[config.mk]
export PLATFORM = sky130hd
export DESIGN_NAME = pixel_blend_mode_unit_top
export DESIGN_NICKNAME = d
export VERILOG_FILES = /design/src/rtl/core/pbm_pkg.sv /design/src/rtl/core/pixel_blend_mode_unit_top.sv
export SDC_FILE = /design/constraint.sdc
export NUM_CORES = 1
export LEC_CHECK = 0
export ABC_CLOCK_PERIOD_IN_PS = 13500
export BUFFER_PORTS_ARGS = -buffer_cell sky130_fd_sc_hd__buf_2
export CAP_MARGIN = 10
export CORE_ASPECT_RATIO = 1.4
export CORE_MARGIN = 2
export CORE_UTILIZATION = 38
export CTS_BUF_LIST = sky130_fd_sc_hd__clkbuf_4
export DETAILED_ROUTE_END_ITERATION = 8
export PLACE_DENSITY = 0.6
export SYNTH_ARGS = -nofsm -noshare
export SYNTH_HDL_FRONTEND = slang
export SYNTH_SLANG_ARGS = --single-unit
export TNS_END_PERCENT = 1
[constraint.sdc]
create_clock -name clk -period 13.5 [get_ports clk]
set_clock_uncertainty 0.05 [all_clocks]
set_input_delay 1.35 -clock clk [delete_from_list [all_inputs] [get_ports clk]]
set_output_delay 1.35 -clock clk [all_outputs]
set_load 0.02 [all_outputs]
[src/rtl/core/pbm_pkg.sv]
// Package for the pixel blend mode unit: operation codes, register map,
// widths and the per-channel combine function. No dependencies.
`default_nettype none

package pbm_pkg;

	localparam int CHAN_W  = 8;
	localparam int ALPHA_W = 9;
	localparam int OP_W    = 4;
	localparam int ADDR_W  = 4;
	localparam int DATA_W  = 32;

	localparam logic [ALPHA_W-1:0] ALPHA_ONE = 9'd256;

	localparam logic [OP_W-1:0] OP_BLEND      = 4'd0;
	localparam logic [OP_W-1:0] OP_DARKEN     = 4'd1;
	localparam logic [OP_W-1:0] OP_DIFFERENCE = 4'd2;
	localparam logic [OP_W-1:0] OP_LIGHTEN    = 4'd3;
	localparam logic [OP_W-1:0] OP_MULTIPLY   = 4'd4;
	localparam logic [OP_W-1:0] OP_SCREEN     = 4'd5;
	localparam logic [OP_W-1:0] OP_TINT       = 4'd6;
	localparam logic [OP_W-1:0] OP_FILL       = 4'd7;
	localparam logic [OP_W-1:0] OP_STIPPLE    = 4'd8;

	localparam logic [1:0] REG_ALPHA      = 2'd0;
	localparam logic [1:0] REG_FILL_RED   = 2'd1;
	localparam logic [1:0] REG_FILL_GREEN = 2'd2;
	localparam logic [1:0] REG_FILL_BLUE  = 2'd3;

	typedef logic [CHAN_W-1:0] chan_t;

	// One channel; a single signed 9x10 product serves blend, tint,
	// multiply and screen.
	function automatic chan_t combine_channel(
		input logic [OP_W-1:0]    op,
		input chan_t              s,
		input chan_t              d,
		input chan_t              c,
		input logic [ALPHA_W-1:0] w,
		input logic               odd
	);
		chan_t              x;
		logic signed [8:0]  ma;
		logic signed [9:0]  mb;
		logic signed [18:0] prod;
		chan_t              r;
		x = (op == OP_TINT) ? c : s;
		case (op)
			OP_BLEND, OP_TINT: begin
				ma = $signed({1'b0, x}) - $signed({1'b0, d});
				mb = $signed({1'b0, w});
			end
			OP_MULTIPLY: begin
				ma = $signed({1'b0, s});
				mb = $signed({2'b00, d});
			end
			OP_SCREEN: begin
				ma = $signed({1'b0, ~s});
				mb = $signed({2'b00, ~d});
			end
			default: begin
				ma = 9'sd0;
				mb = 10'sd0;
			end
		endcase
		prod = ma * mb;
		case (op)
			OP_BLEND, OP_TINT: r = d + prod[15:8];
			OP_DARKEN:         r = (s < d) ? s : d;
			OP_DIFFERENCE:     r = (s > d) ? (s - d) : (d - s);
			OP_LIGHTEN:        r = (s > d) ? s : d;
			OP_MULTIPLY:       r = prod[15:8];
			OP_SCREEN:         r = ~prod[15:8];
			OP_FILL:           r = c;
			OP_STIPPLE:        r = odd ? d : c;
			default:           r = d;
		endcase
		return r;
	endfunction

endpackage

`default_nettype wire

[src/rtl/core/pixel_blend_mode_unit_top.sv]
// Pixel blend mode unit: input register, combine logic, result register,
// APB register block. Depends on pbm_pkg.
//
// channel   dir  handshake              payload
// s_axis    in   tvalid/tready          source/destination pixel, op, parity
// m_axis    out  tvalid/tready          result pixel
// apb       in   psel/penable/pready    alpha and fill colour registers
//
// One pixel per clock sustained while m_axis_tready is high.
// The input register and result register each hold one request; the path
// between them is one 9x10 multiply and an add per channel.
// Reset clears both valid flags; alpha resets to 256, fill colour to 0.
// A stalled result stops the input stage only when the input register is full.
`default_nettype none

module pixel_blend_mode_unit_top (
	input  wire logic                        clk,
	input  wire logic                        arst_n,
	input  wire logic                        s_axis_tvalid,
	output      logic                        s_axis_tready,
	// src_blue, src_green, src_red, dst_blue, dst_green, dst_red
	input  wire logic [47:0]                 s_axis_tdata,
	// operation [3:0], checker_odd [4]
	input  wire logic [4:0]                  s_axis_tuser,
	output      logic                        m_axis_tvalid,
	input  wire logic                        m_axis_tready,
	// out_blue, out_green, out_red
	output      logic [23:0]                 m_axis_tdata,
	input  wire logic                        psel,
	input  wire logic                        penable,
	input  wire logic                        pwrite,
	input  wire logic [pbm_pkg::ADDR_W-1:0]  paddr,
	input  wire logic [pbm_pkg::DATA_W-1:0]  pwdata,
	output      logic [pbm_pkg::DATA_W-1:0]  prdata,
	output      logic                        pready
);

	logic [pbm_pkg::ALPHA_W-1:0] alpha_q;
	pbm_pkg::chan_t              fill_red_q;
	pbm_pkg::chan_t              fill_green_q;
	pbm_pkg::chan_t              fill_blue_q;
	logic                        wr_en;
	logic [1:0]                  reg_idx;
	logic [pbm_pkg::ALPHA_W-1:0] weight;

	logic                        valid_s1;
	logic [pbm_pkg::OP_W-1:0]    op_s1;
	logic                        odd_s1;
	logic [47:0]                 pix_s1;
	logic                        valid_s2;
	logic [23:0]                 res_s2;

	logic                        out_free;
	logic                        adv;
	logic                        in_acc;
	logic [23:0]                 res;

	// register block
	assign pready  = 1'b1;
	assign reg_idx = paddr[3:2];
	assign wr_en   = psel & penable & pwrite & pready;

	always_ff @(posedge clk or negedge arst_n) begin
		if (!arst_n) begin
			alpha_q      <= pbm_pkg::ALPHA_ONE;
			fill_red_q   <= '0;
			fill_green_q <= '0;
			fill_blue_q  <= '0;
		end else if (wr_en) begin
			case (reg_idx)
				pbm_pkg::REG_ALPHA:      alpha_q      <= pwdata[pbm_pkg::ALPHA_W-1:0];
				pbm_pkg::REG_FILL_RED:   fill_red_q   <= pwdata[pbm_pkg::CHAN_W-1:0];
				pbm_pkg::REG_FILL_GREEN: fill_green_q <= pwdata[pbm_pkg::CHAN_W-1:0];
				pbm_pkg::REG_FILL_BLUE:  fill_blue_q  <= pwdata[pbm_pkg::CHAN_W-1:0];
				default: ;
			endcase
		end
	end

	always_comb begin
		case (reg_idx)
			pbm_pkg::REG_ALPHA:      prdata = {23'd0, alpha_q};
			pbm_pkg::REG_FILL_RED:   prdata = {24'd0, fill_red_q};
			pbm_pkg::REG_FILL_GREEN: prdata = {24'd0, fill_green_q};
			pbm_pkg::REG_FILL_BLUE:  prdata = {24'd0, fill_blue_q};
			default:                 prdata = '0;
		endcase
	end

	// weight saturates at 256
	assign weight = (alpha_q > pbm_pkg::ALPHA_ONE) ? pbm_pkg::ALPHA_ONE : alpha_q;

	// handshake
	assign out_free      = !valid_s2 || m_axis_tready;
	assign adv           = valid_s1 && out_free;
	assign s_axis_tready = !valid_s1 || out_free;
	assign in_acc        = s_axis_tvalid && s_axis_tready;

	always_ff @(posedge clk or negedge arst_n) begin
		if (!arst_n) begin
			valid_s1 <= 1'b0;
			valid_s2 <= 1'b0;
		end else begin
			if (s_axis_tready)
				valid_s1 <= s_axis_tvalid;
			if (out_free)
				valid_s2 <= valid_s1;
		end
	end

	always_ff @(posedge clk) begin
		if (in_acc) begin
			pix_s1 <= s_axis_tdata;
			op_s1  <= s_axis_tuser[3:0];
			odd_s1 <= s_axis_tuser[4];
		end
		if (adv)
			res_s2 <= res;
	end

	assign res[7:0]   = pbm_pkg::combine_channel(op_s1, pix_s1[7:0], pix_s1[31:24],
		fill_blue_q, weight, odd_s1);
	assign res[15:8]  = pbm_pkg::combine_channel(op_s1, pix_s1[15:8], pix_s1[39:32],
		fill_green_q, weight, odd_s1);
	assign res[23:16] = pbm_pkg::combine_channel(op_s1, pix_s1[23:16], pix_s1[47:40],
		fill_red_q, weight, odd_s1);

	assign m_axis_tvalid = valid_s2;
	assign m_axis_tdata  = res_s2;

	a_empty_ready: assert property (@(posedge clk) disable iff (!arst_n)
		!valid_s2 |-> s_axis_tready)
		else $error("input stalled with empty result register");

	a_full_stall: assert property (@(posedge clk) disable iff (!arst_n)
		(valid_s1 && valid_s2 && !m_axis_tready) |-> !s_axis_tready)
		else $error("request taken while both stages are blocked");

	a_accept_loads: assert property (@(posedge clk) disable iff (!arst_n)
		in_acc |=> valid_s1)
		else $error("accepted request not held in input register");

	a_alpha_write: assert property (@(posedge clk) disable iff (!arst_n)
		(wr_en && reg_idx == pbm_pkg::REG_ALPHA) |=>
		alpha_q == $past(pwdata[pbm_pkg::ALPHA_W-1:0]))
		else $error("alpha register write lost");

endmodule

`default_nettype wire
==> run_results.csv <==
group,metric,value,unit
critical_path,reg2regPathDepth,37,
cts,cts_tree,"built",
finish,drive_above_1_share,0.128,
global_routing,grt-ovfl-total,0,
sta,grt_setup_unrepaired,"no",
global_routing,antenna_found_initial,2,
die,die_y,261,um
logic_synthesis,syn-instance-count,2013,
critical_path,cpMostUsedCell,"fa_1",
finish,fin_area,19300,um^2
critical_path,timing.rr.start,"op_s1[1]$_DFFE_PP_",
logic_synthesis,synthesis.area,17900,um^2
logic_synthesis,ys.flop_type,"edfxtp_1",
worst_hold_path,hold_class,"reg2reg",
critical_path,regToRegSetupSlack,2.32,ns
routing,route.detailed.drc,0,
sta,finalSetupTns,0,ns
global_routing,grt_max_degree,54,
cts,clk_latency,0.64,ns
cts,cts_max_level,3,
logic_synthesis,yosys.cell_types.count,90,
die,core,46800,um^2
cts,cts_resized,0,
global_routing,track_usage,0.242,
routing,drt_iter0_drc,1422,
die,initial_core_util,0.383,
pwr,p_leak,9.06,nW
routing,vias,15800,
logic_synthesis,synth-seq-cells,112,
critical_path,end_kind,"register",
status,status,"complete, no violations",
die,die_x,188,um
place,dp_hpwl,46500,um
worst_hold_path,holdPathStages,1,
die,dieArea,49000,um^2
pwr,p_total,1.41,mW
critical_path,cp_slowest_cell,"a221oi_1",
die,rows,94,
critical_path,crit_type,"reg2reg",
cts,cts.sinks,112,
critical_path,max_stage_delay,1.13,ns
sta,finalCritPeriodShare,0.828,
logic_synthesis,ys_async_sr_fraction,0.313,
finish,area_growth_syn_to_layout,7.82,%
logic_synthesis,synth.avg_cell_area,8.91,um^2
sta,whs,0.480,ns
sta,setup_viol,0,
sta,fmax,89.5,MHz
place,place.gp.congestion,0.965,
critical_path,rr_endpoint,"m_axis_tdata[7]$_DFFE_PP_",
cts,postCtsHoldBufs,0,
finish,nets,2549,
routing,detail-route-antenna-nets,0,
sta,hold_violations,0,
cts,clock_path_buffers,2,
critical_path,crit_required,13.95,ns
sta,slew_violations,0,
die,ios,155,
worst_hold_path,worstHoldStart,"valid_s1$_DFFE_PN0N_",
place,numPortBuffers,105,
place,placedInstanceArea,19200,um^2
cts,postCtsSetupRepairBufs,0,
job,drv_cap,0,
pwr,irDropWorstVdd,0.0000756,V
logic_synthesis,synth_edf_count,77,
cts,cts_root_buf,"clkbuf_4",
cts,clk_pin_slew,0.27,ns
global_routing,grt_pass1_vias,16200,
logic_synthesis,yosys_warnings,0,
routing,drt_wl_total,59100,um
sta,tightestPinTransition,1.40,ns
logic_synthesis,synth-seq-area-share,0.178,
routing,drtPass1Iterations,9,
pwr,power.density,73.1,nW/um^2
sta,min_period,11.18,ns
critical_path,start_kind,"register",
cts,cts_made_buffers,9,
critical_path,cp_max_fo,28,
routing,viasPerCell,5.80,
sta,slew_headroom,0.0682,
global_routing,grt_pass1_wl,90700,um
worst_hold_path,hold_end,"m_axis_tvalid$_DFFE_PN0P_",
critical_path,arrival,11.62,ns
routing,drt-wirelength-per-cell,21.7,um
sequential cells by signal (all words and copies together) (netlist names):
register,cells
op_s1,4
m_axis_tvalid,1
fill_red_q,8
fill_blue_q,8
odd_s1,1
m_axis_tdata,24
pix_s1,48
fill_green_q,8
valid_s1,1
alpha_q,9
critical path: cells and delay by family, from the launching register on:
kind | cells | cell delay [ns]
adders and majority gates | 9 | 3.70
AOI/OAI and AO/OA | 10 | 2.91
and+or+nand+nor | 9 | 2.00
DFF | 1 | 0.89
buffers and inverters | 6 | 0.66
xor gates and xnor gates | 2 | 0.45
muxes | 1 | 0.31
worst max path at each step:
stage                            start                          to  cells past startpoint
global route        op_s1[1]$_DFFE_PP_   m_axis_tdata[7]$_DFFE_PP_                     37
detailed placement  op_s1[1]$_DFFE_PP_   m_axis_tdata[7]$_DFFE_PP_                     37
floorplan           op_s1[3]$_DFFE_PP_  m_axis_tdata[13]$_DFFE_PP_                     37
global placement    op_s1[1]$_DFFE_PP_   m_axis_tdata[7]$_DFFE_PP_                     37
finish              op_s1[1]$_DFFE_PP_   m_axis_tdata[7]$_DFFE_PP_                     37
CTS                 op_s1[1]$_DFFE_PP_   m_axis_tdata[7]$_DFFE_PP_                     37
where the power goes:
group / switching [mW] / total, mW / internal (mW)
registers: 0.0885 / 0.506 / 0.418
logic: 0.418 / 0.692 / 0.273
clock network: 0.165 / 0.216 / 0.0509
metrics by stage:
stage	utilization	cells	setup slack, ns
after floorplan	-	2035	4.17
after global placement	0.409	2709	2.74
after detailed placement	0.409	2709	2.64
after CTS	0.413	2725	2.60
after global routing	0.413	2727	1.77
final	0.413	2727	2.32
layout by cell type (no fill, tap or decap), types with 34 or more instances in the layout:
cell type  instances
nand3_1           34
ha_1             198
mux2_2            41
buf_4             41
a221oi_1          50
nand2b_1          39
nand2_1          138
edfxtp_1          77
a21oi_1          126
dfrtp_1           34
inv_1            246
fa_1             159
nor2_1           229
xnor2_1           62
buf_2            105
o21ai_0           86
cells by family after synthesis:
family | after synthesis | share of synthesized area
buffers and inverters | 343 | 0.0799
muxes | 79 | 0.0526
adders and majority gates | 357 | 0.316
and+or+nand+nor | 590 | 0.156
AOI/OAI and AO/OA | 442 | 0.171
other | 2 | 0.000419
xor gates and xnor gates | 88 | 0.0468
DFF | 112 | 0.178
cell type report:
type	count	area [um^2]
Fill cell	4774	27500
Multi-Input combinational cell	1580	13400
Sequential cell	112	3190
Inverter	247	927
Timing Repair Buffer	146	833
Tap cell	624	781
Clock inverter	7	95.1
Clock buffer	9	67.6
Antenna cell	2	5.00
Yosys cell counts, drive strengths merged (5+ instances only):
cell type	number	area, um^2
nand3b	5	37.5
o21ai	86	430
nand3	34	170
a22oi	14	110
a211oi	12	90.1
dfrtp	34	851
and2	7	43.8
or2b	6	45.0
inv	247	927
buf	41	299
xor2	22	200
or3	10	62.6
a221oi	52	468
or2	24	150
a31oi	7	65.1
mux4	8	180
o21bai	9	67.6
nand2	139	524
and3	15	93.8
o211ai	13	97.6
a221o	20	200
a21oi	128	656
a2bb2oi	5	43.8
or4	5	37.5
nand2b	39	244
a2111oi	5	43.8
nor3	23	115
edfxtp	77	2310
nor2	231	867
nor2b	32	200
ha	198	2480
o221ai	21	184
clkbuf	55	206
mux2	41	462
fa	159	3180
mux2i	30	300
xnor2	63	571
o21a	7	52.6
a21o	23	173
metal layers:
layer	wire, um	up-vias	part of all wire	global-route usage
li1	-	7132	-	-
met1	22000	7761	0.37	0.271
met2	29100	713	0.49	0.429
met3	3540	208	0.060	0.0311
met4	4370	0	0.074	0.171
met5	0	-	0	0
No activity file was read; power rests on OpenSTA's default activity.
